**config.mk**
```make
export PLATFORM = sky130hd
export DESIGN_NAME = cfea_cdiv
export DESIGN_NICKNAME = d
export VERILOG_FILES = /design/src/rtl/cfea_pkg.sv /design/src/rtl/cfea_cdiv.sv
export SDC_FILE = /design/constraint.sdc
export NUM_CORES = 2
export LEC_CHECK = 0
export BUFFER_PORTS_ARGS = -buffer_cell sky130_fd_sc_hd__buf_2
export CAP_MARGIN = 10
export CELL_PAD_IN_SITES_DETAIL_PLACEMENT = 0
export CELL_PAD_IN_SITES_GLOBAL_PLACEMENT = 1
export CORE_ASPECT_RATIO = 0.9
export CORE_UTILIZATION = 45
export CTS_CLUSTER_DIAMETER = 40
export CTS_CLUSTER_SIZE = 30
export DETAILED_ROUTE_END_ITERATION = 6
export PLACE_DENSITY = 0.78
export RECOVER_POWER = 100
export SYNTH_ARGS = -nofsm -noshare
export SYNTH_HDL_FRONTEND = slang
export SYNTH_SLANG_ARGS = --single-unit
```
**constraint.sdc**
```tcl
create_clock -name clk -period 10.55 [get_ports clk]
set_input_delay 2.11 -clock clk [delete_from_list [all_inputs] [get_ports clk]]
set_output_delay 2.11 -clock clk [all_outputs]
set_load 0.02 [all_outputs]
```
**src/rtl/cfea_pkg.sv**
```systemverilog
package cfea_pkg;

  // defaults for the top-level parameters
  localparam int DEF_MAX_FACE_SIZE = 4096;
  localparam int DEF_MAX_SRC_WIDTH = 8192;
  localparam int DEF_CORDIC_STAGES = 16;

  // register and field widths
  localparam int FS_W       = 13;
  localparam int SW_W       = 14;
  localparam int SH_W       = 13;
  localparam int FACE_W     = 3;
  localparam int PIX_W      = 12;
  localparam int COL_W      = 13;
  localparam int ROW_W      = 12;
  localparam int IDX_W      = 25;
  localparam int CFG_IDX_W  = 2;
  localparam int CFG_DATA_W = 14;

  // datapath widths
  localparam int QUO_W = 17;  // (2p+1)*2^16/f < 2^17
  localparam int D_W   = 24;  // CORDIC x/y, Q2.16 plus growth
  localparam int ANG_W = 21;  // angle, radians Q.16
  localparam int NU_W  = 19;  // clamped angle numerator

  // fixed-point constants
  localparam int ONE_Q     = 65536;
  localparam int PI_Q      = 205887;
  localparam int HALF_PI_Q = 102944;
  localparam int TWO_PI_Q  = 411774;
  localparam int GAIN_Q    = 107922;

  typedef enum logic [CFG_IDX_W-1:0] {
    CFG_FACE_SIZE  = 2'd0,
    CFG_SRC_WIDTH  = 2'd1,
    CFG_SRC_HEIGHT = 2'd2
  } cfg_reg_t;

  localparam logic [FACE_W-1:0] FACE_PX = 3'd0;
  localparam logic [FACE_W-1:0] FACE_NX = 3'd1;
  localparam logic [FACE_W-1:0] FACE_PY = 3'd2;
  localparam logic [FACE_W-1:0] FACE_NY = 3'd3;
  localparam logic [FACE_W-1:0] FACE_PZ = 3'd4;

  // round(atan(2^-i) * 2^16); zero from i = 17 on
  function automatic logic signed [ANG_W-1:0] atan_q(input int i);
    logic signed [ANG_W-1:0] v;
    case (i)
      0:  v = 21'sd51472;
      1:  v = 21'sd30386;
      2:  v = 21'sd16055;
      3:  v = 21'sd8150;
      4:  v = 21'sd4091;
      5:  v = 21'sd2047;
      6:  v = 21'sd1024;
      7:  v = 21'sd512;
      8:  v = 21'sd256;
      9:  v = 21'sd128;
      10: v = 21'sd64;
      11: v = 21'sd32;
      12: v = 21'sd16;
      13: v = 21'sd8;
      14: v = 21'sd4;
      15: v = 21'sd2;
      16: v = 21'sd1;
      default: v = '0;
    endcase
    return v;
  endfunction

endpackage

```
**src/rtl/cfea_cdiv.sv**
```systemverilog
// q = floor(n * f / 2pi) by reciprocal multiply and one correction step.
module cfea_cdiv #(
  parameter int F_W = cfea_pkg::SW_W
) (
  input  logic                       clk,
  input  logic                       rst_n,
  input  logic                       en,
  input  logic                       in_v,
  input  logic [cfea_pkg::NU_W-1:0]  in_n,
  input  logic [F_W-1:0]             in_f,
  output logic                       out_v,
  output logic [F_W:0]               out_q
);
  import cfea_pkg::*;

  localparam int N_W = NU_W + F_W;
  localparam int M_W = N_W - 18;  // 2pi in Q.16 exceeds 2^18
  localparam longint unsigned RECIP = (64'd1 << N_W) / TWO_PI_Q;
  localparam logic [M_W-1:0] RECIP_M = M_W'(RECIP);

  logic [3:0]         v_r;
  logic [N_W-1:0]     n1_r, n2_r, n3_r, pr3_r, rem;
  logic [N_W+M_W-1:0] p2_r;
  logic [M_W-1:0]     q0, q0_r, q4_r;

  assign q0  = p2_r[N_W+M_W-1:N_W];
  assign rem = n3_r - pr3_r;

  always_ff @(posedge clk) begin
    if (!rst_n) begin
      v_r <= '0;
    end else if (en) begin
      v_r <= {v_r[2:0], in_v};
    end
  end

  always_ff @(posedge clk) begin
    if (en) begin
      n1_r  <= {{F_W{1'b0}}, in_n} * {{NU_W{1'b0}}, in_f};
      p2_r  <= {{M_W{1'b0}}, n1_r} * {{N_W{1'b0}}, RECIP_M};
      n2_r  <= n1_r;
      q0_r  <= q0;
      n3_r  <= n2_r;
      pr3_r <= N_W'(q0) * N_W'(TWO_PI_Q);
      q4_r  <= q0_r + M_W'(rem >= N_W'(TWO_PI_Q));
    end
  end

  assign out_v = v_r[3];
  assign out_q = q4_r[F_W:0];

endmodule

```
Word level (Yosys, flattened, before mapping)
Index checks and enable logic that the tools add are counted.
W data, S select, Z words.
{ "totals": {"output_inout_bits": 16, "input_bits": 37, "regBits": 211, "wordCells": 14} }
{ "classes": {"add_sub_neg": 2, "multipliers": 3, "n_lt_le_gt_ge": 1} }
{ "op_table": {"columns": ["operator", "count"], "rows": [
  ["$mul A33 B13 Y46 const B", 1],
  ["$ge A33 B19 Y1 const B", 1],
  ["$mul A19 B14 Y33", 1],
  ["$sub A33 B33 Y33", 1],
  ["$mul A15 B18 Y32 const B", 1],
  ["$add A15 B1 Y15", 1]
]} }

Longest topological paths before layout
{ "depth": {"ltp_word": 3, "ltp_mapped": 25, "depth_no_buf": 24} }

Worst setup path after synthesis
No wires, ideal clock.
{ "synth_timing": {"path_kind": "input-to-reg", "start": "input port in_f[7]", "end": "register n1_r[31] (data pin)", "cell_stages": 22, "required_time_ns": 10.292, "setup_time_ns": 0.258, "path_buffers": 2, "arrival_time_ns": 7.860, "slack_ns": 2.433, "path_cell_list": "clkbuf_1 -> buf_1 -> nand2_1 -> fa_1 -> fa_1 -> fa_1 -> inv_1 -> fa_1 -> fa_1 -> inv_1 -> fa_1 -> inv_1 -> ha_1 -> nand3_1 -> or4b_1 -> a211o_1 -> a31o_2 -> o21ai_1 -> a221o_1 -> a221o_1 -> a21oi_1 -> xnor2_1"} }
{ "synth_between": {"elab_chain_cells": 1} }
{ "synth_lines": {"columns": ["item", "line_no", "source"], "rows": [
  ["start: declaration", "cfea_cdiv.sv:10", "input logic [F_W-1:0] in_f,"],
  ["$mul A19 B14 Y33", "cfea_cdiv.sv:39", "n1_r <= {{F_W{1'b0}}, in_n} * {{NU_W{1'b0}}, in_f};"],
  ["end signal: assignment", "cfea_cdiv.sv:39", null],
  ["end: declaration", "cfea_cdiv.sv:22", "logic [N_W-1:0] n1_r, n2_r, n3_r, pr3_r, rem;"]
]} }
Every way passes these cells.
A chain may end at the register's enable or synchronous reset.

Worst setup path in the final report
{ "layout_timing": {"start": "input port in_f[2]", "end": "register n1_r[31] (data pin)"} }
The elaborated chain is that of the path after synthesis.

==> impl_results.md <==
* Post-DRT Antenna Nets at 0
* Total core area at 60300 µm²
* Starting DRC count in detailed routing at 1022
* CTS H-Tree Depth at 4
* RSZ-0062 raised after global routing: false
* Count of cell types in the netlist at 65
* Vias per cell at 5.15
* Fin worst setup slack at 2150 ps
* Post-Synthesis Cells at 2680
* Setup TNS at 0 ps
* DIE AREA at 62500 µm²
* Largest net degree at the start of global routing at 104
* # setup viols final at 0
* First drt pass iteration count at 5
* Compound-cell area share of the yosys netlist at 7.46%
* Post-synth EDFFs at 173
* Starting Density at 45.9%
* First-pass GRT wire length at 99700 µm
* Worst min path class: flop to flop
* Share of flip-flops with an asynchronous set or reset at 0%
* Clk buf depth at 2
* Antenna cells at 0
* Final Hold Fails at 0
* DP Worst Slack at 1970 ps
* Via count at 18018
* Hold_buf cts at 0
* Root Buffer: clkbuf_16
* Top post-synthesis cells by area: fa_1 33%, edfxtp_1 19%, ha_1 18%
* Wire length per cell at 16.7 µm
* Die X-Extent at 263 µm
* GRT overflow at 0
* WS Path Type: input port to flop
* Clock skew at 13.6 ps
* Worst Max-Slew Pin Slew at 5690 ps
* Port bufs at 52
* Post-Route WL at 58500 µm
* Critical path data required time at 10770 ps
* Mapped cell area at 27700 µm²
* Crit path DAT at 8630 ps
* Fmax at 119 MHz
* Setup bufs post-CTS at 0
* Max Cap Viol at 2
* Skew-Pair Late Insertion Delay at 460 ps
* Ports at 53
* Number of global-route vias before repair at 19596
* Slew Limit Headroom at -280%
* CTS clock-pin slew for the worst setup and hold paths at 80 ps
* Critical path launch point type: input port
* Flop-to-flop setup slack at 3720 ps
* DRC at 0
* Initial antenna violation count at 0
* Clock sinks at 177
* Routability cong. at 0.889
* Area share of the largest cell type after synthesis at 32.5%
* Gr usage total at 20.0%
* Top_reg_cell synth: edfxtp_1
* Max Transition Viols Final at 180
* TritonCTS Buffers at 17
* Core Rows at 85
* Fin crit share at 79.7%
* Multiplexer share of the synthesized area at 0.398%
* Min Hold Slack at 415 ps
* CP endpoint kind: flop
* Failing checks: capacitance limit, slew limit
* # resized after CTS at 0
* Area growth syn-to-layout at 5.69%
* Warnings, synthesis at 0
* Syn_area_per_cell at 10.3 µm²
* Nets at 3598
* CTS tree: done
* Register area share after synthesis at 19.1%
* Simple-gate area share of the yosys netlist at 9.98%
* Layout cells sized above 1 at 2.87%
* Crit Reg-Reg Startpoint: n1_r[28]$_DFFE_PP_
* Number of synthesized register bits at 177
* Largest area contributor in the netlist: fa_1
* Main combinational cell family by area after synthesis: adder cells
* Critical-path maximum fanout at 19
* Synth Area in Adders at 51.0%
* Worst Hold End: n3_r[19]$_DFFE_PP_
* Worst hold start: n2_r[19]$_DFFE_PP_
* Status: complete, but fails checks
* Die H at 237 µm
* Reg2reg end: p2_r[41]$_DFFE_PP_
* Min Tclk post-route at 8400 ps
* DP HPWL at 49900 µm
* Hold path depth at 0
* Post-Synth XOR/XNOR Area at 2.97%
* Net Count, Synth at 3576
* Worst reg-to-reg path cell count at 17
-- how the worst max path moves through the flow --
stage	from	end	slack [ps]	cells past startpoint
after floorplan	in_f[7]	n1_r[31]$_DFFE_PP_	2430	22
after global placement	in_f[2]	n1_r[28]$_DFFE_PP_	2080	24
after detailed placement	in_f[2]	n1_r[28]$_DFFE_PP_	1970	24
after CTS	in_f[2]	n1_r[28]$_DFFE_PP_	2440	24
after global routing	in_f[2]	n1_r[28]$_DFFE_PP_	1650	24
final	in_f[2]	n1_r[31]$_DFFE_PP_	2150	23
-- stage by stage --
stage | area [µm²] | std cells | utilization [%]
after floorplan | 27700 | 2680 | -
after global placement | 28800 | 3466 | 47.7
after detailed placement | 28800 | 3466 | 47.7
after CTS | 29300 | 3498 | 48.6
after global routing | 29300 | 3498 | 48.5
final | 29300 | 3498 | 48.5
-- cells in the mapped netlist, types with 11 or more instances --
cell and count:
a21o_1 48, inv_1 623, xnor2_1 71, edfxtp_1 173, clkbuf_1 48, o21bai_1 11
fa_1 450, mux2i_1 11, a21oi_1 84, a31oi_1 13, nand4_1 12, o21ai_0 55
ha_1 409, nand2b_1 23, xor2_1 23, nor2_1 75, nor3_1 28, and2_1 128
nor2b_1 20, nand3_1 30, nand2_1 195, and3_1 14, o21a_1 18
-- worst max-delay path, stage by stage --
cell and delay, ps:
clkbuf_1 700, and2_0 270, fa_1 400, inv_1 80, fa_1 410, inv_1 80, fa_1 420, ha_1 300
fa_1 480, inv_1 50, fa_1 470, inv_1 40, ha_1 340, o21ai_0 140, a21o_1 210, or4b_1 570
a211o_1 310, a31o_2 280, o21ai_0 270, a221o_1 300, a221o_1 190, a21oi_1 70, xnor2_1 120
-- flip-flops by register name, indices dropped and copies added, names as in the netlist --
register and flops:
n1_r 33, n2_r 32, n3_r 32, out_q 15, p2_r 15, pr3_r 31
q0_r 15, v_r 4
-- logic make-up after synthesis --
logic type,Yosys count
adder cells (fa/ha/maj),859
flip-flops,177
buffers and inverters,673
multiplexers,11
AO/OA/AOI/OAI,312
XOR/XNOR,94
AND/OR/NAND/NOR,554
-- cell type report --
class	count	area [µm²]
Clock inverter	15	139
Tap cell	783	980
Timing Repair Buffer	53	241
Fill cell	5467	31000
Clock buffer	17	425
Sequential cell	177	5280
Multi-Input combinational cell	1830	19900
Inverter	623	2340
-- layout by cell type (no fill, tap or decap), types with 6 or more instances in the layout --
cell,instances
a2111oi_0,6
a211oi_1,9
a21boi_0,8
a21o_1,48
a21oi_1,84
a31oi_1,13
and2_1,124
and3_1,14
buf_2,33
clkbuf_1,19
clkbuf_16,17
edfxtp_1,173
fa_1,450
ha_1,409
inv_1,623
inv_8,7
mux2i_1,11
nand2_1,195
nand2b_1,23
nand3_1,30
nand4_1,12
nor2_1,75
nor2b_1,20
nor3_1,29
o211ai_1,8
o21a_1,18
o21ai_0,57
o21bai_1,11
o31ai_1,8
xnor2_1,71
xor2_1,23
-- routing by layer --
layer / track usage (%) / routed length, µm / up-vias
met2: 33.2 / 27700 / 281
met1: 27.6 / 27700 / 9065
met3: 2.78 / 2180 / 60
li1: - / - / 8612
met5: 0 / 0 / -
met4: 4.84 / 928 / 0
Power is left out: the tool's default activity adds up to more than one toggle a clock period on the data nets, which glitch-free logic cannot reach.
