`src/rtl/cfea_pkg.sv`:
```
package cfea_pkg;

  // defaults for the top-level parameters
  localparam int DEF_MAX_FACE_SIZE = 4096;
  localparam int DEF_MAX_SRC_WIDTH = 8192;
  localparam int DEF_CORDIC_STAGES = 16;

  // register and field widths
  localparam int FS_W       = 13;
  localparam int SW_W       = 14;
  localparam int SH_W       = 13;
  localparam int FACE_W     = 3;
  localparam int PIX_W      = 12;
  localparam int COL_W      = 13;
  localparam int ROW_W      = 12;
  localparam int IDX_W      = 25;
  localparam int CFG_IDX_W  = 2;
  localparam int CFG_DATA_W = 14;

  // datapath widths
  localparam int QUO_W = 17;  // (2p+1)*2^16/f < 2^17
  localparam int D_W   = 24;  // CORDIC x/y, Q2.16 plus growth
  localparam int ANG_W = 21;  // angle, radians Q.16
  localparam int NU_W  = 19;  // clamped angle numerator

  // fixed-point constants
  localparam int ONE_Q     = 65536;
  localparam int PI_Q      = 205887;
  localparam int HALF_PI_Q = 102944;
  localparam int TWO_PI_Q  = 411774;
  localparam int GAIN_Q    = 107922;

  typedef enum logic [CFG_IDX_W-1:0] {
    CFG_FACE_SIZE  = 2'd0,
    CFG_SRC_WIDTH  = 2'd1,
    CFG_SRC_HEIGHT = 2'd2
  } cfg_reg_t;

  localparam logic [FACE_W-1:0] FACE_PX = 3'd0;
  localparam logic [FACE_W-1:0] FACE_NX = 3'd1;
  localparam logic [FACE_W-1:0] FACE_PY = 3'd2;
  localparam logic [FACE_W-1:0] FACE_NY = 3'd3;
  localparam logic [FACE_W-1:0] FACE_PZ = 3'd4;

  // round(atan(2^-i) * 2^16); zero from i = 17 on
  function automatic logic signed [ANG_W-1:0] atan_q(input int i);
    logic signed [ANG_W-1:0] v;
    case (i)
      0:  v = 21'sd51472;
      1:  v = 21'sd30386;
      2:  v = 21'sd16055;
      3:  v = 21'sd8150;
      4:  v = 21'sd4091;
      5:  v = 21'sd2047;
      6:  v = 21'sd1024;
      7:  v = 21'sd512;
      8:  v = 21'sd256;
      9:  v = 21'sd128;
      10: v = 21'sd64;
      11: v = 21'sd32;
      12: v = 21'sd16;
      13: v = 21'sd8;
      14: v = 21'sd4;
      15: v = 21'sd2;
      16: v = 21'sd1;
      default: v = '0;
    endcase
    return v;
  endfunction

endpackage

```
`src/rtl/cfea_coord_div.sv`:
```
// Two-lane restoring divider, one quotient bit per stage:
// q = ((2p+1) << 16) / f with p saturated at f-1.
module cfea_coord_div #(
  parameter int TAG_W = 3
) (
  input  logic                        clk,
  input  logic                        rst_n,
  input  logic                        en,
  input  logic                        in_v,
  input  logic [cfea_pkg::PIX_W-1:0]  in_px,
  input  logic [cfea_pkg::PIX_W-1:0]  in_py,
  input  logic [cfea_pkg::FS_W-1:0]   f,
  input  logic [TAG_W-1:0]            in_tag,
  output logic                        out_v,
  output logic [cfea_pkg::QUO_W-1:0]  out_qa,
  output logic [cfea_pkg::QUO_W-1:0]  out_qb,
  output logic [TAG_W-1:0]            out_tag
);
  import cfea_pkg::*;

  logic [FS_W-1:0]  fm1;
  logic [FS_W-1:0]  psat [2];
  logic [FS_W-1:0]  rem_r [QUO_W][2];
  logic [QUO_W-1:0] q_r   [QUO_W][2];
  logic             v_r   [QUO_W];
  logic [TAG_W-1:0] tag_r [QUO_W];

  // initial remainder is p itself (p < f after saturation)
  always_comb begin
    fm1     = f - FS_W'(1);
    psat[0] = ({1'b0, in_px} > fm1) ? fm1 : {1'b0, in_px};
    psat[1] = ({1'b0, in_py} > fm1) ? fm1 : {1'b0, in_py};
  end

  for (genvar k = 0; k < QUO_W; k++) begin : g_st
    logic [FS_W-1:0]  rem_i [2];
    logic [QUO_W-1:0] q_i   [2];
    logic             v_i;
    logic [TAG_W-1:0] tag_i;
    logic [FS_W:0]    sh    [2];
    logic [FS_W:0]    df    [2];
    logic             ge    [2];

    if (k == 0) begin : g_in
      always_comb begin
        for (int l = 0; l < 2; l++) begin
          rem_i[l] = psat[l];
          q_i[l]   = '0;
        end
        v_i   = in_v;
        tag_i = in_tag;
      end
    end else begin : g_mid
      always_comb begin
        for (int l = 0; l < 2; l++) begin
          rem_i[l] = rem_r[k-1][l];
          q_i[l]   = q_r[k-1][l];
        end
        v_i   = v_r[k-1];
        tag_i = tag_r[k-1];
      end
    end

    // numerator bit 16 is the +1, all lower bits are zero
    always_comb begin
      for (int l = 0; l < 2; l++) begin
        sh[l] = {rem_i[l], (k == 0) ? 1'b1 : 1'b0};
        df[l] = sh[l] - {1'b0, f};
        ge[l] = (sh[l] >= {1'b0, f});
      end
    end

    always_ff @(posedge clk) begin
      if (!rst_n) begin
        v_r[k] <= 1'b0;
      end else if (en) begin
        v_r[k] <= v_i;
      end
    end

    always_ff @(posedge clk) begin
      if (en) begin
        for (int l = 0; l < 2; l++) begin
          rem_r[k][l] <= ge[l] ? df[l][FS_W-1:0] : sh[l][FS_W-1:0];
          q_r[k][l]   <= {q_i[l][QUO_W-2:0], ge[l]};
        end
        tag_r[k] <= tag_i;
      end
    end
  end

  assign out_v   = v_r[QUO_W-1];
  assign out_qa  = q_r[QUO_W-1][0];
  assign out_qb  = q_r[QUO_W-1][1];
  assign out_tag = tag_r[QUO_W-1];

endmodule

```
`config.mk`:
```
export PLATFORM = sky130hd
export DESIGN_NAME = cfea_coord_div
export DESIGN_NICKNAME = d
export VERILOG_FILES = /design/src/rtl/cfea_pkg.sv /design/src/rtl/cfea_coord_div.sv
export SDC_FILE = /design/constraint.sdc
export NUM_CORES = 2
export LEC_CHECK = 0
export BUFFER_PORTS_ARGS = -buffer_cell sky130_fd_sc_hd__buf_2
export CORE_MARGIN = 5
export CORE_UTILIZATION = 50
export CTS_BUF_LIST = sky130_fd_sc_hd__clkbuf_4 sky130_fd_sc_hd__clkbuf_8 sky130_fd_sc_hd__clkbuf_16
export CTS_CLUSTER_SIZE = 10
export DETAILED_ROUTE_END_ITERATION = 7
export PLACE_DENSITY = 0.77
export SLEW_MARGIN = 20
export SYNTH_ARGS = -nofsm -noshare
export SYNTH_HDL_FRONTEND = slang
export SYNTH_SLANG_ARGS = --single-unit
```
`constraint.sdc`:
```
create_clock -name clk -period 19.6 [get_ports clk]
set_input_delay 0.98 -clock clk [delete_from_list [all_inputs] [get_ports clk]]
set_output_delay 0.98 -clock clk [all_outputs]
set_load 0.02 [all_outputs]
```
Yosys cells after proc, flatten, opt, wreduce, memory -nomap -nowiden. Memories as Yosys holds them, arrays and structs flattened. Cells that the tools add are included. W data, S select, Z words.

Add/subtract/negate cells: 35. $lt $le $gt $ge: 36. Mux-type cells: 58. Bitwise gates (word level): 17.

Operator list (count): $ge A14 B13 Y1 (34); $mux W13 (36); $sub A13 B13 Y13 (34); $gt A12 B13 Y1 (2); $mux W1 (22); $or A1 B1 Y1 (17); $sub A13 B1 Y13 const B (1).

Flip-flop bits (word level): 0. Bits in writable memories: 1088. Input port bits: 44. Output and inout port bits: 38. Logic and storage cells: 150. Memories: 4.

Memories: q_r (words 17, width 34, read ports 17, clocked after Yosys merged registers in 0, write ports 17, RTL line cfea_coord_div.sv:24) `logic [QUO_W-1:0] q_r [QUO_W][2];`; rem_r (words 17, width 26, read ports 16, clocked after Yosys merged registers in 0, write ports 17, RTL line cfea_coord_div.sv:23) `logic [FS_W-1:0] rem_r [QUO_W][2];`; tag_r (words 17, width 3, read ports 17, clocked after Yosys merged registers in 0, write ports 17, RTL line cfea_coord_div.sv:26) `logic [TAG_W-1:0] tag_r [QUO_W];`; v_r (words 17, width 1, read ports 17, clocked after Yosys merged registers in 0, write ports 17, RTL line cfea_coord_div.sv:25) `logic v_r [QUO_W];`.

Logic depth before layout (Yosys ltp).
Word-level depth: 5. Mapped depth: 27. Mapped depth without buffers: 24.

Worst setup path before layout. No wires, ideal clock.

Path kind: input-to-reg. Start: in f[0] (netlist name). End: mem rem_r[0][4] (netlist name), data pin. Setup time: 0.265 ns. Arrival: 7.670 ns. Data required time: 19.335 ns. Setup slack: 11.665 ns. Cell stages on the path: 26. Buffers on the path: 4. Cells stage by stage: clkinv_1 -> clkbuf_1 -> clkbuf_1 -> ha_1 -> or4b_4 -> or2_2 -> xnor2_1 -> inv_1 -> ha_1 -> o221ai_1 -> o21ai_0 -> a22o_4 -> buf_1 -> nand2_1 -> o21ai_0 -> ha_1 -> nor2b_1 -> o31ai_1 -> a211oi_1 -> o31ai_1 -> nand2b_1 -> a21oi_1 -> clkinv_1 -> clkbuf_1 -> nand3_1 -> o31ai_1.

RTL lines: from (decl) (RTL line cfea_coord_div.sv:12) `input logic [cfea_pkg::FS_W-1:0] f,`; to (decl) (RTL line cfea_coord_div.sv:23).

==> impl_metrics.py <==
metrics = {
    "cells_and_area": {
        "regArea_um2": 23710,
        "drive_gt1_frac": 0.1482,
        "final_nets": 4682,
        "multi_input_area_um2": 23450,
        "final_cells": 5457,
        "syn2layout_area_growth_pct": 10.29,
        "n_fill_cell": 7836,
    },
    "clock_tree": {
        "tritoncts": "built",
        "cts_max_level": 3,
        "cts_buffers": 94,
        "clk_pin_slew_worst_paths_ns": 0.05,
        "clockBufferDepth": 3,
        "clk_latency_ns": 0.66,
        "ctsHoldBuffers": 0,
        "cts_resized": 0,
        "postCtsSetupBuffers": 0,
        "cts.sinks": 790,
        "cts_root_buf": "clkbuf_16",
    },
    "setup_path": {
        "critPathLaunch": "f[0]",
        "r2r_slack_ns": 15.91,
        "critPathKind": "in -> reg",
        "worstPathRequired_ns": 19.99,
        "crit_chain": "buf_4 -> inv_2 -> ha_1 -> or4b_4 -> or2_2 -> xnor2_1 -> inv_1 -> ha_1 -> nand4_1 -> nor2_1 -> nand3b_1 -> a211o_1 -> nand2_1 -> o21ai_0 -> ha_1 -> nor2b_1 -> o31ai_1 -> a211oi_1 -> o31ai_1 -> nand2b_1 -> a21oi_1 -> clkinv_1 -> a22oi_1 -> nand3_1",
        "critPathSlowestCell": "clkinv_1",
        "crit_cells": 24,
        "max_stage_delay_ns": 0.71,
        "r2r-end": "rem_r[1][6]",
        "critical_path_buf_inv_count": 4,
        "rr_startpoint": "rem_r[0][1]",
        "end_kind": "flip-flop",
        "crit_arrival_ns": 7.84,
        "worstRegToRegCells": 10,
        "crit_family": "compound AO/OA/AOI/OAI gates",
        "timing.critical_path.from_type": "primary input",
        "path_common_cell": "ha_1",
        "crit_path_max_fanout": 35,
    },
    "die": {
        "coreArea_um2": 95010,
        "die_height_um": 319.5,
        "start_util": 0.5041,
        "rows": 113,
        "ios": 82,
        "die_w_um": 319.5,
        "dieArea_um2": 102100,
    },
    "sta": {
        "tns_ns": 0,
        "max_freq_mhz": 134.3,
        "setup_viol_count_final": 0,
        "fin_crit_sh": 0.3798,
        "rsz0062_at_grt": "no",
        "hold_violations": 0,
        "worstMarginPinSlew_ns": 1.047,
        "slew_headroom": 0.2926,
        "skew_ns": 0.02435,
        "final_max_slew_viol_count": 0,
        "finalCriticalPeriod_ns": 7.444,
    },
    "place": {
        "dp.cells": 5318,
        "dp_hpwl_um": 65270,
        "gp_congestion": 0.9172,
        "port_buffers": 81,
    },
    "pwr": {
        "power_density_nw_per_um2": 163.0,
        "ir_drop_mv": 0.08764,
        "p_leak_nw": 20.43,
    },
    "status": {
        "outcome": "completed",
    },
    "route": {
        "firstDrtPassIters": 6,
        "num_vias": 32000,
        "drc": 0,
        "wirelength_um": 99150,
        "wl_per_cell_um": 18.17,
        "initialDrtViolationCount": 2421,
        "via_per_inst": 5.864,
        "antenna_left": 0,
    },
    "yosys": {
        "syn-instance-count": 3970,
        "yosysWarnings": 0,
        "synthFlopType": "edfxtp_1",
        "ys_seq_elements": 790,
        "synth_top_area_share": 0.4946,
        "ys_top_cells_by_area": "edfxtp_1 (49%), ha_1 (12%), mux2_2 (6.6%)",
        "syn_area_per_cell_um2": 12.07,
        "ys_seq_area_frac": 0.4951,
        "synth_cell_types": 74,
        "synth_area_um2": 47900,
        "syn_nets": 4503,
        "async_flop_share": 0,
        "synth_top_cell_by_area": "edfxtp_1",
        "synth_edf_count": 789,
    },
    "hold_path": {
        "min_path_type": "reg -> reg",
        "min_to": "q_r[14][18]",
        "holdPathStages": 0,
        "holdCritStartpoint": "q_r[13][17]",
    },
    "global_route": {
        "grt_start_max_net_pins": 174,
        "track_usage": 0.1906,
        "gr-total-overflow": 0,
        "antenna_found_initial": 1,
        "grt_pass1_wl_um": 161100,
        "grt_pass1_vias": 31460,
    },
    "job": {
        "max-cap-violations": 0,
    },
}
[layout make-up]
type	instances	area share
Clock buffer	118	0.04839
Multi-Input combinational cell	2979	0.4439
Inverter	148	0.01052
Clock inverter	20	0.002321
Sequential cell	790	0.4489
Antenna cell	1	0.00004737
Tap cell	1265	0.02996
Timing Repair Buffer	136	0.01601
[worst reg2reg max path, cell delays in order (launching register included)]
cell	delay, ns
edfxtp_1	0.42
ha_1	0.35
nor2b_1	0.15
o21ai_0	0.22
a21oi_1	0.14
nor4_1	0.24
nor2_1	0.12
a211o_1	0.28
a41oi_1	0.83
buf_4	0.33
mux2_2	0.38
[stage by stage]
step | utilization | setup slack [ns] | hold WS [ns] | instance area [µm²] | total power [mW]
after floorplan | - | 11.66 | 0.4003 | 47900 | 6.156
after global placement | 0.5278 | 11.69 | 0.4001 | 50140 | 6.921
after detailed placement | 0.5278 | 11.62 | 0.4045 | 50140 | 7.032
after CTS | 0.5560 | 12.28 | 0.4050 | 52820 | 8.649
after global routing | 0.5560 | 11.61 | 0.4175 | 52830 | 9.242
final | 0.5560 | 12.16 | 0.4044 | 52830 | 8.611
[worst max path at each step]
stage,slack (ns),to
floorplan,11.66,rem_r[0][4]
global placement,11.69,rem_r[0][2]
detailed placement,11.62,rem_r[0][2]
CTS,12.28,rem_r[0][2]
global route,11.61,rem_r[0][2]
finish,12.16,rem_r[0][2]
[kinds of logic after synthesis]
| family | share of synthesized area |
|---|---|
| simple gates | 0.1024 |
| compound gates | 0.1189 |
| flops | 0.4951 |
| fa+ha+maj | 0.1330 |
| xor+xnor | 0.06019 |
| mux | 0.07468 |
| buf+inv | 0.01586 |
[power breakdown]
| group | internal, mW | total (mW) | switching, mW |
|---|---|---|---|
| combinational | 2.05 | 4.12 | 2.07 |
| sequential | 2.68 | 2.94 | 0.256 |
| clock | 0.906 | 1.55 | 0.649 |
[cells in the final DEF (no fill, tap or decap), types with 42 or more instances in the layout]
cell / n
edfxtp_1: 789
ha_1: 457
mux2_2: 279
a21oi_1: 260
xnor2_1: 246
nor2_1: 209
nand2_1: 188
o21ai_0: 159
nor3_1: 142
inv_1: 133
clkbuf_16: 95
nand3_1: 94
nor2b_1: 86
a21o_1: 85
xor2_1: 78
buf_2: 78
nand4_1: 63
buf_4: 56
o21a_1: 44
mux2i_1: 42
[synth_stat cells, types with 8 or more instances]
cell type / n
and3_1: 36
nor2_1: 209
mux2i_1: 42
a22o_1: 8
nand3b_1: 8
or3_1: 19
a21oi_1: 260
nor2b_1: 86
a31oi_1: 38
edfxtp_1: 789
or2_2: 37
nand3_1: 94
mux2_2: 279
o21ai_0: 159
nand2_1: 188
nand4_1: 63
a21o_1: 85
a21boi_0: 8
o21a_1: 44
and2_1: 18
xnor2_1: 246
a211oi_1: 35
o41a_1: 13
a211o_1: 33
a41oi_1: 30
a2bb2oi_1: 13
xor2_1: 78
nand2b_1: 32
o41ai_1: 8
and4_1: 8
o21bai_1: 13
inv_1: 145
fa_1: 32
nor4_1: 20
o221a_2: 12
a2111oi_0: 11
ha_1: 457
nor3_1: 142
a22oi_1: 11
clkbuf_1: 50
o31ai_1: 39
[registers in the layout, indices dropped and copies added, names as in the netlist]
register and cells:
rem_r 416, v_r 17, q_r 306, tag_r 51
[per-layer routing]
metal	track usage	vias up	wire, µm
met5	0	-	0
met4	0.05776	0	2559
met3	0.02884	183	5242
met2	0.3205	828	47000
met1	0.2576	15340	44350
li1	-	15650	-
Power figures use the tool's default switching activity.
