`config.mk`:
```
export PLATFORM = sky130hd
export DESIGN_NAME = cfea_cordic
export DESIGN_NICKNAME = d
export VERILOG_FILES = /design/src/rtl/cfea_pkg.sv /design/src/rtl/cfea_cordic.sv
export SDC_FILE = /design/constraint.sdc
export NUM_CORES = 2
export LEC_CHECK = 0
export BUFFER_PORTS_ARGS = -buffer_cell sky130_fd_sc_hd__buf_2
export CAP_MARGIN = 20
export CELL_PAD_IN_SITES_DETAIL_PLACEMENT = 2
export CELL_PAD_IN_SITES_GLOBAL_PLACEMENT = 2
export CORE_UTILIZATION = 43
export DETAILED_ROUTE_END_ITERATION = 16
export GPL_TIMING_DRIVEN = 0
export PLACE_DENSITY_LB_ADDON = 0.1
export SLEW_MARGIN = 20
export SYNTH_ARGS = -nofsm -noshare
export SYNTH_HDL_FRONTEND = slang
export SYNTH_SLANG_ARGS = --single-unit
```
`constraint.sdc`:
```
create_clock -name clk -period 5 [get_ports clk]
set_input_delay 0.75 -clock clk [delete_from_list [all_inputs] [get_ports clk]]
set_output_delay 0.75 -clock clk [all_outputs]
set_load 0.1 [all_outputs]
```
`src/rtl/cfea_pkg.sv`:
```
package cfea_pkg;

  // defaults for the top-level parameters
  localparam int DEF_MAX_FACE_SIZE = 4096;
  localparam int DEF_MAX_SRC_WIDTH = 8192;
  localparam int DEF_CORDIC_STAGES = 16;

  // register and field widths
  localparam int FS_W       = 13;
  localparam int SW_W       = 14;
  localparam int SH_W       = 13;
  localparam int FACE_W     = 3;
  localparam int PIX_W      = 12;
  localparam int COL_W      = 13;
  localparam int ROW_W      = 12;
  localparam int IDX_W      = 25;
  localparam int CFG_IDX_W  = 2;
  localparam int CFG_DATA_W = 14;

  // datapath widths
  localparam int QUO_W = 17;  // (2p+1)*2^16/f < 2^17
  localparam int D_W   = 24;  // CORDIC x/y, Q2.16 plus growth
  localparam int ANG_W = 21;  // angle, radians Q.16
  localparam int NU_W  = 19;  // clamped angle numerator

  // fixed-point constants
  localparam int ONE_Q     = 65536;
  localparam int PI_Q      = 205887;
  localparam int HALF_PI_Q = 102944;
  localparam int TWO_PI_Q  = 411774;
  localparam int GAIN_Q    = 107922;

  typedef enum logic [CFG_IDX_W-1:0] {
    CFG_FACE_SIZE  = 2'd0,
    CFG_SRC_WIDTH  = 2'd1,
    CFG_SRC_HEIGHT = 2'd2
  } cfg_reg_t;

  localparam logic [FACE_W-1:0] FACE_PX = 3'd0;
  localparam logic [FACE_W-1:0] FACE_NX = 3'd1;
  localparam logic [FACE_W-1:0] FACE_PY = 3'd2;
  localparam logic [FACE_W-1:0] FACE_NY = 3'd3;
  localparam logic [FACE_W-1:0] FACE_PZ = 3'd4;

  // round(atan(2^-i) * 2^16); zero from i = 17 on
  function automatic logic signed [ANG_W-1:0] atan_q(input int i);
    logic signed [ANG_W-1:0] v;
    case (i)
      0:  v = 21'sd51472;
      1:  v = 21'sd30386;
      2:  v = 21'sd16055;
      3:  v = 21'sd8150;
      4:  v = 21'sd4091;
      5:  v = 21'sd2047;
      6:  v = 21'sd1024;
      7:  v = 21'sd512;
      8:  v = 21'sd256;
      9:  v = 21'sd128;
      10: v = 21'sd64;
      11: v = 21'sd32;
      12: v = 21'sd16;
      13: v = 21'sd8;
      14: v = 21'sd4;
      15: v = 21'sd2;
      16: v = 21'sd1;
      default: v = '0;
    endcase
    return v;
  endfunction

endpackage

```
`src/rtl/cfea_cordic.sv`:
```
// Vectoring CORDIC, one micro-rotation per stage. Returns atan2(y, x)
// and K times the magnitude; a zero vector gives zero for both.
module cfea_cordic #(
  parameter int STAGES = cfea_pkg::DEF_CORDIC_STAGES,
  parameter int TAG_W  = 1
) (
  input  logic                              clk,
  input  logic                              rst_n,
  input  logic                              en,
  input  logic                              in_v,
  input  logic signed [cfea_pkg::D_W-1:0]   in_x,
  input  logic signed [cfea_pkg::D_W-1:0]   in_y,
  input  logic [TAG_W-1:0]                  in_tag,
  output logic                              out_v,
  output logic signed [cfea_pkg::D_W-1:0]   out_mag,
  output logic signed [cfea_pkg::ANG_W-1:0] out_ang,
  output logic [TAG_W-1:0]                  out_tag
);
  import cfea_pkg::*;

  logic signed [D_W-1:0]   px_nxt, py_nxt, px_r, py_r;
  logic signed [ANG_W-1:0] pa_nxt, pa_r;
  logic                    pz_nxt, pz_r, pv_r;
  logic [TAG_W-1:0]        ptag_r;

  logic signed [D_W-1:0]   x_r   [STAGES];
  logic signed [D_W-1:0]   y_r   [STAGES];
  logic signed [ANG_W-1:0] a_r   [STAGES];
  logic                    z_r   [STAGES];
  logic                    v_r   [STAGES];
  logic [TAG_W-1:0]        tag_r [STAGES];

  // pre-rotation by +-90 deg brings x into the right half plane
  always_comb begin
    pz_nxt = (in_x == '0) && (in_y == '0);
    px_nxt = in_x;
    py_nxt = in_y;
    pa_nxt = '0;
    if (in_x < 0) begin
      if (in_y >= 0) begin
        px_nxt = in_y;
        py_nxt = -in_x;
        pa_nxt = ANG_W'(HALF_PI_Q);
      end else begin
        px_nxt = -in_y;
        py_nxt = in_x;
        pa_nxt = -ANG_W'(HALF_PI_Q);
      end
    end
  end

  always_ff @(posedge clk) begin
    if (!rst_n) begin
      pv_r <= 1'b0;
    end else if (en) begin
      pv_r <= in_v;
    end
  end

  always_ff @(posedge clk) begin
    if (en) begin
      px_r   <= px_nxt;
      py_r   <= py_nxt;
      pa_r   <= pa_nxt;
      pz_r   <= pz_nxt;
      ptag_r <= in_tag;
    end
  end

  for (genvar k = 0; k < STAGES; k++) begin : g_it
    logic signed [D_W-1:0]   xi, yi, dx, dy, xn, yn;
    logic signed [ANG_W-1:0] ai, an;
    logic                    zi, vi;
    logic [TAG_W-1:0]        ti;

    if (k == 0) begin : g_in
      always_comb begin
        xi = px_r;
        yi = py_r;
        ai = pa_r;
        zi = pz_r;
        vi = pv_r;
        ti = ptag_r;
      end
    end else begin : g_mid
      always_comb begin
        xi = x_r[k-1];
        yi = y_r[k-1];
        ai = a_r[k-1];
        zi = z_r[k-1];
        vi = v_r[k-1];
        ti = tag_r[k-1];
      end
    end

    always_comb begin
      dx = yi >>> k;
      dy = xi >>> k;
      if (yi >= 0) begin
        xn = xi + dx;
        yn = yi - dy;
        an = ai + atan_q(k);
      end else begin
        xn = xi - dx;
        yn = yi + dy;
        an = ai - atan_q(k);
      end
    end

    always_ff @(posedge clk) begin
      if (!rst_n) begin
        v_r[k] <= 1'b0;
      end else if (en) begin
        v_r[k] <= vi;
      end
    end

    always_ff @(posedge clk) begin
      if (en) begin
        x_r[k]   <= xn;
        y_r[k]   <= yn;
        a_r[k]   <= an;
        z_r[k]   <= zi;
        tag_r[k] <= ti;
      end
    end
  end

  assign out_v   = v_r[STAGES-1];
  assign out_mag = z_r[STAGES-1] ? '0 : x_r[STAGES-1];
  assign out_ang = z_r[STAGES-1] ? '0 : a_r[STAGES-1];
  assign out_tag = tag_r[STAGES-1];

endmodule

```
# Word level (Yosys, flattened, before mapping)
# Memory sizes are Yosys's and may differ from the RTL's.
# Index checks and enable logic that the tools add are counted.
# totals
reg_bits,72
ram_bits,1152
n_memories,6
out_inout_bits,47
input_bits,53
word_cells,222
# mem_list
memory,words,word_bits,rd,rd_clocked_by_memory_dff,write_ports,line_no,source
x_r,16,24,16,0,16,cfea_cordic.sv:26,logic signed [D_W-1:0] x_r [STAGES];
y_r,16,24,15,0,16,cfea_cordic.sv:27,logic signed [D_W-1:0] y_r [STAGES];
a_r,16,21,16,0,16,cfea_cordic.sv:28,logic signed [ANG_W-1:0] a_r [STAGES];
tag_r,16,1,16,0,16,cfea_cordic.sv:31,logic [TAG_W-1:0] tag_r [STAGES];
v_r,16,1,16,0,16,cfea_cordic.sv:30,logic v_r [STAGES];
z_r,16,1,16,0,16,cfea_cordic.sv:29,logic z_r [STAGES];
# classes
bitwise,16
magnitude_cmp,18
add_sub_neg,97
n_reduce_logical,3
mux,76
# op_table
operator,count
$mux W24,37
$ge A24 B1 Y1 const B,17
$mux W21,18
$add A24 B10 Y24,2
$add A24 B11 Y24,2
$add A24 B12 Y24,2
$add A24 B13 Y24,2
$add A24 B14 Y24,2
$add A24 B15 Y24,2
$add A24 B16 Y24,2
$add A24 B17 Y24,2
$add A24 B18 Y24,2
$add A24 B19 Y24,2
$add A24 B20 Y24,2
$add A24 B21 Y24,2
$add A24 B22 Y24,2
$add A24 B23 Y24,2
$add A24 B9 Y24,2
$logic_not A24 Y1,2
$neg A24 Y24,2
$sub A24 B10 Y24,2
$sub A24 B11 Y24,2
$sub A24 B12 Y24,2
$sub A24 B13 Y24,2
47 further kinds,96

# Logic depth before layout (Yosys ltp)
# depth
ltp_word,4
mapped_depth,19
ltp_nobuf,18

# Worst setup path after synthesis
# Ideal clock, no wire load.
# synth_timing
kind,register to register
startpoint,"mem y_r[2][23], in the netlist y_r[0][71]"
endpoint,"mem y_r[3][23], in the netlist y_r[0][95] (data pin)"
period_less_slack_ns,4.402
stages_incl_launch_ff,17
setup_ns,0.268
arrival_time_ns,4.135
t_required_ns,4.732
slack_ns,0.598
path_buffers,4
path_cell_list,edfxtp_1 -> clkbuf_1 -> clkbuf_1 -> buf_1 -> buf_1 -> mux2i_1 -> ha_1 -> nor2b_1 -> o21a_1 -> o211ai_1 -> a31oi_1 -> o41ai_1 -> a311oi_1 -> o21a_1 -> o21a_1 -> o41ai_1 -> xnor2_1
# synth_rtl
item,line_no
start: declaration,cfea_cordic.sv:27

==> results.md <==
- The average via count per standard cell is 5.91.
- The most instantiated flip-flop cell in the synthesis netlist is edfxtp_1.
- Setup violations remaining at the end of the flow were counted as 0.
- The path class of the lowest-slack min-delay path is in2reg.
- The clock-pin slew reported for the worst setup and hold paths after clock tree synthesis is 0.06 ns.
- The count of buffers from port buffering is 98.
- In this run the critical register-to-register path is captured at x_r[1][71].
- The post-synthesis average cell area is around 10 um2.
- The yosys synthesis warning count is 0.
- The number of H-tree levels is 4.
- For the final routed database, the setup TNS stands at 0 ns.
- The max-slew violation total from the final report came to 0.
- The critical path capture point type is a register.
- Clock latency on the worst-skew pair, taken at its later pin, is 0.82 ns.
- 100 I/O pins were placed.
- The average wire length per cell after detail routing is 24.4 um.
- The final setup skew is 0.0464 ns.
- The number of routed nets with antenna violations is 0.
- By area the synthesized netlist is led by edfxtp_1 (39%), ha_1 (14%), xnor2_1 (8.6%).
- For flop-to-flop paths, the worst setup slack is just over 0.09 ns.
- The die area is 0.207 mm2.
- The net total in the final layout is 10.3k.
- The clock buffer count from CTS is 146.
- In the layout the commonest cells are edfxtp_1 (1,141), ha_1 (954), xnor2_1 (861), a21oi_1 (770), nor2_1 (718).
- The congestion estimate from routability-driven global placement came to a little under 0.9.
- The number of remaining DRC errors is 0.
- The TritonCTS clock tree is yes.
- The post-synthesis sequential area ratio is 38.9%.
- The type of the worst setup path is reg2reg.
- In this run the worst setup path begins at y_r[1][38].
- Detailed routing inserted a total of 70.9k vias.
- The largest net degree at the start of global routing is 147.
- The maximum buffer depth of the clock tree is 3.
- Counting every instance in the synthesized netlist gives 8,831.
- Before CTS, the worst setup slack after placement is -1.47 ns.
- The part of the cycle the worst path needs is 98.2%.
- The HPWL after detailed placement is 227,000 um.
- The number of enable flip-flop cells after synthesis is 1,141.
- The aggregate routed wire length is 293,000 um.
- Across all hold checks on the routed design, the worst slack comes to 0.150 ns.
- The synthesized design spends more area on one cell type than any other, namely edfxtp_1.
- The flip-flop and latch count after synthesis is around 1.1k.
- The synthesized netlist contains 89 unique library cells.
- The global-route wire length before repair is approximately 460,000 um.
- The finished cells cover about 0.1 mm2.
- The detailed-router iteration count before antenna repair is 6.
- Once routing completed, OpenROAD measured the worst setup slack at 0.0917 ns.
- The final hold violation count is 0.
- The worst register-to-register path begins at y_r[1][38].
- In the global route stage, overall resource usage came out at around 28%.
- Clock tree synthesis selected as its root buffer the cell clkbuf_16.
- The number of antenna violations at the first check in global routing is 4.
- The site row count is 165.
- The highest clock frequency the design can meet is around 200 MHz.
- The detailed router finished its first iteration with 3,831 violations.
- For this design, the sink count on the clock tree is 1,143.
- The number of cells on the worst reg-to-reg path is 12.
- The area of the core is 0.203 mm2.
- Setup repair after global routing could not meet its margin everywhere.
- From synthesis to final layout, the design area changed by 11.5%.
- The die is 455 um tall.
- The top cell type's share of synthesized area is between 30% and 40%.
- For the worst setup path, the data required time is about 5.6 ns.
- For this configuration, the core starts out at a cell density of 43.4%.
- At the worst endpoint, the arrival time is 5.46 ns.
- STA classifies the critical path startpoint as a register.
- The tool flagged a number of max-cap violations equal to 0.
- For this run the aggregate overflow at the end of global routing stands at 0.
- Along the worst path, the maximum fanout reaches 6.
- In this run, post-CTS hold repair placed 0 buffers.
- In this run the worst setup path terminates at x_r[1][71].
- The max-slew headroom at the worst pin is roughly 26%.
- The run finished with clean final reports.
- The die is 455 um wide.
- The post-synthesis instance area is roughly 0.088 mm2.
- The slew at the pin closest to its max-slew limit is around 1.1 ns.
- The share of final-layout standard cells stronger than drive strength 1 is under 10%.
- The number of global-route vias before repair came to between 70k and 80k.
- The time the worst path needs with I/O delays and setup is 4.91 ns.
- Leaving out fill and tap cells, the most frequent cell in the layout is edfxtp_1.
- Of all flip-flops after synthesis, the portion carrying an async set or reset was 0%.
- The total cell area at the placement stage is 0.0926 mm2.
-- through the flow --
stage               cells  utilization, %
floorplan            8935               -
global placement    11700            45.5
detailed placement  11700            45.6
CTS                 12000            48.1
global route        12000            48.4
finish              12000            48.4
-- sequential cells by signal, indices dropped and copies added, names as in the netlist --
signal,flops
g_it.vi,1
tag_r,16
g_it.ai,3
z_r,16
y_r,344
g_it.dy,24
x_r,384
g_it.ti,1
v_r,16
g_it.dx,24
g_it.zi,1
a_r,313
-- cell families (layout without fill, tap and decap cells) --
group	count (synthesis)	after routing	share of synthesized area, %
other cells	1	106	0.00426
compound gates	2446	2446	17.7
mux	43	43	0.491
xor+xnor	1294	1294	12.9
fa+ha+maj	1001	1001	14.6
buf+inv	564	966	2.41
flops	1143	1143	38.9
simple gates	2339	2339	13.0
-- how the worst min path moves through the flow --
stage	startpoint	end	slack, ns	depth (start not counted)
4_1_cts	in_tag	g_it[0].ti	0.09	1
3_3_place_gp	tag_r[0][3]	tag_r[0][4]	0.40	0
5_1_grt	in_tag	g_it[0].ti	0.10	1
6_report	in_tag	g_it[0].ti	0.15	1
3_5_place_dp	a_r[9][4]	a_r[10][4]	0.41	0
2_1_floorplan	a_r[9][1]	a_r[10][1]	0.40	0
-- critical path, cell delays in order (launching register included) --
cell and delay (ns):
edfxtp_1 0.49, or4_1 0.68, or4_1 0.47, or2_2 0.33
nor4b_1 0.49, ha_1 0.39, or4_1 0.42, o211ai_1 0.11
a21oi_1 0.10, or4_1 0.53, a31o_2 0.26, a21oi_1 0.24
xnor2_1 0.13
-- layout make-up --
type / instances / area [um2]
clock inverters: 97 / 1130
flip-flops and latches: 1143 / 34300
plain buffers: 154 / 647
fillers: 21100 / 105000
repair buffers: 147 / 1060
multi-input cells: 7228 / 52500
well taps: 2672 / 3340
clock buffers: 171 / 3810
inverters: 397 / 1490
diodes: 1 / 2.50
-- timing repair --
| item | 4_1_cts | 5_1_grt |
|---|---|---|
| buffers inserted | 5 | 32 |
| pin swaps | 1 | 3 |
| resized for setup | 53 | 75 |
| endpoints found under the setup margin | 139 | 53 |
-- cells in the mapped netlist, types with 13 or more instances --
master     count
mux2i_1       41
nor2b_1      166
or4_1         63
nor4_1        66
a211oi_1      53
o31a_1        16
xor2_1       433
o211ai_1      38
nor2_1       718
nand2_1      489
buf_1         27
nand2b_1     143
a211o_1       15
or2_2         38
clkbuf_1     138
nor4b_1       16
nor3_1       196
and2_1        37
o31ai_1      139
o21ai_0      495
nand3b_1      18
o21bai_1     125
fa_1          44
edfxtp_1    1141
nand4_1       39
a21oi_1      772
ha_1         954
a21boi_0      35
a31oi_1       61
a2111oi_0     18
or3_1         89
nand3_1      139
o41ai_1       77
inv_1        394
a41oi_1       20
and3_1        79
o21a_1       142
xnor2_1      861
a21o_1       258
nor3b_1       13
a31o_2        27
-- layer usage --
layer  GRT usage [%]  part of all wire [%]
met2            49.6                    50
met1            36.0                    44
met3            2.91                   3.3
met4            6.34                   2.2
met5               0                     0
Power is left out: the tool's default activity adds up to more than one toggle a clock period on the data nets, which glitch-free logic cannot reach.
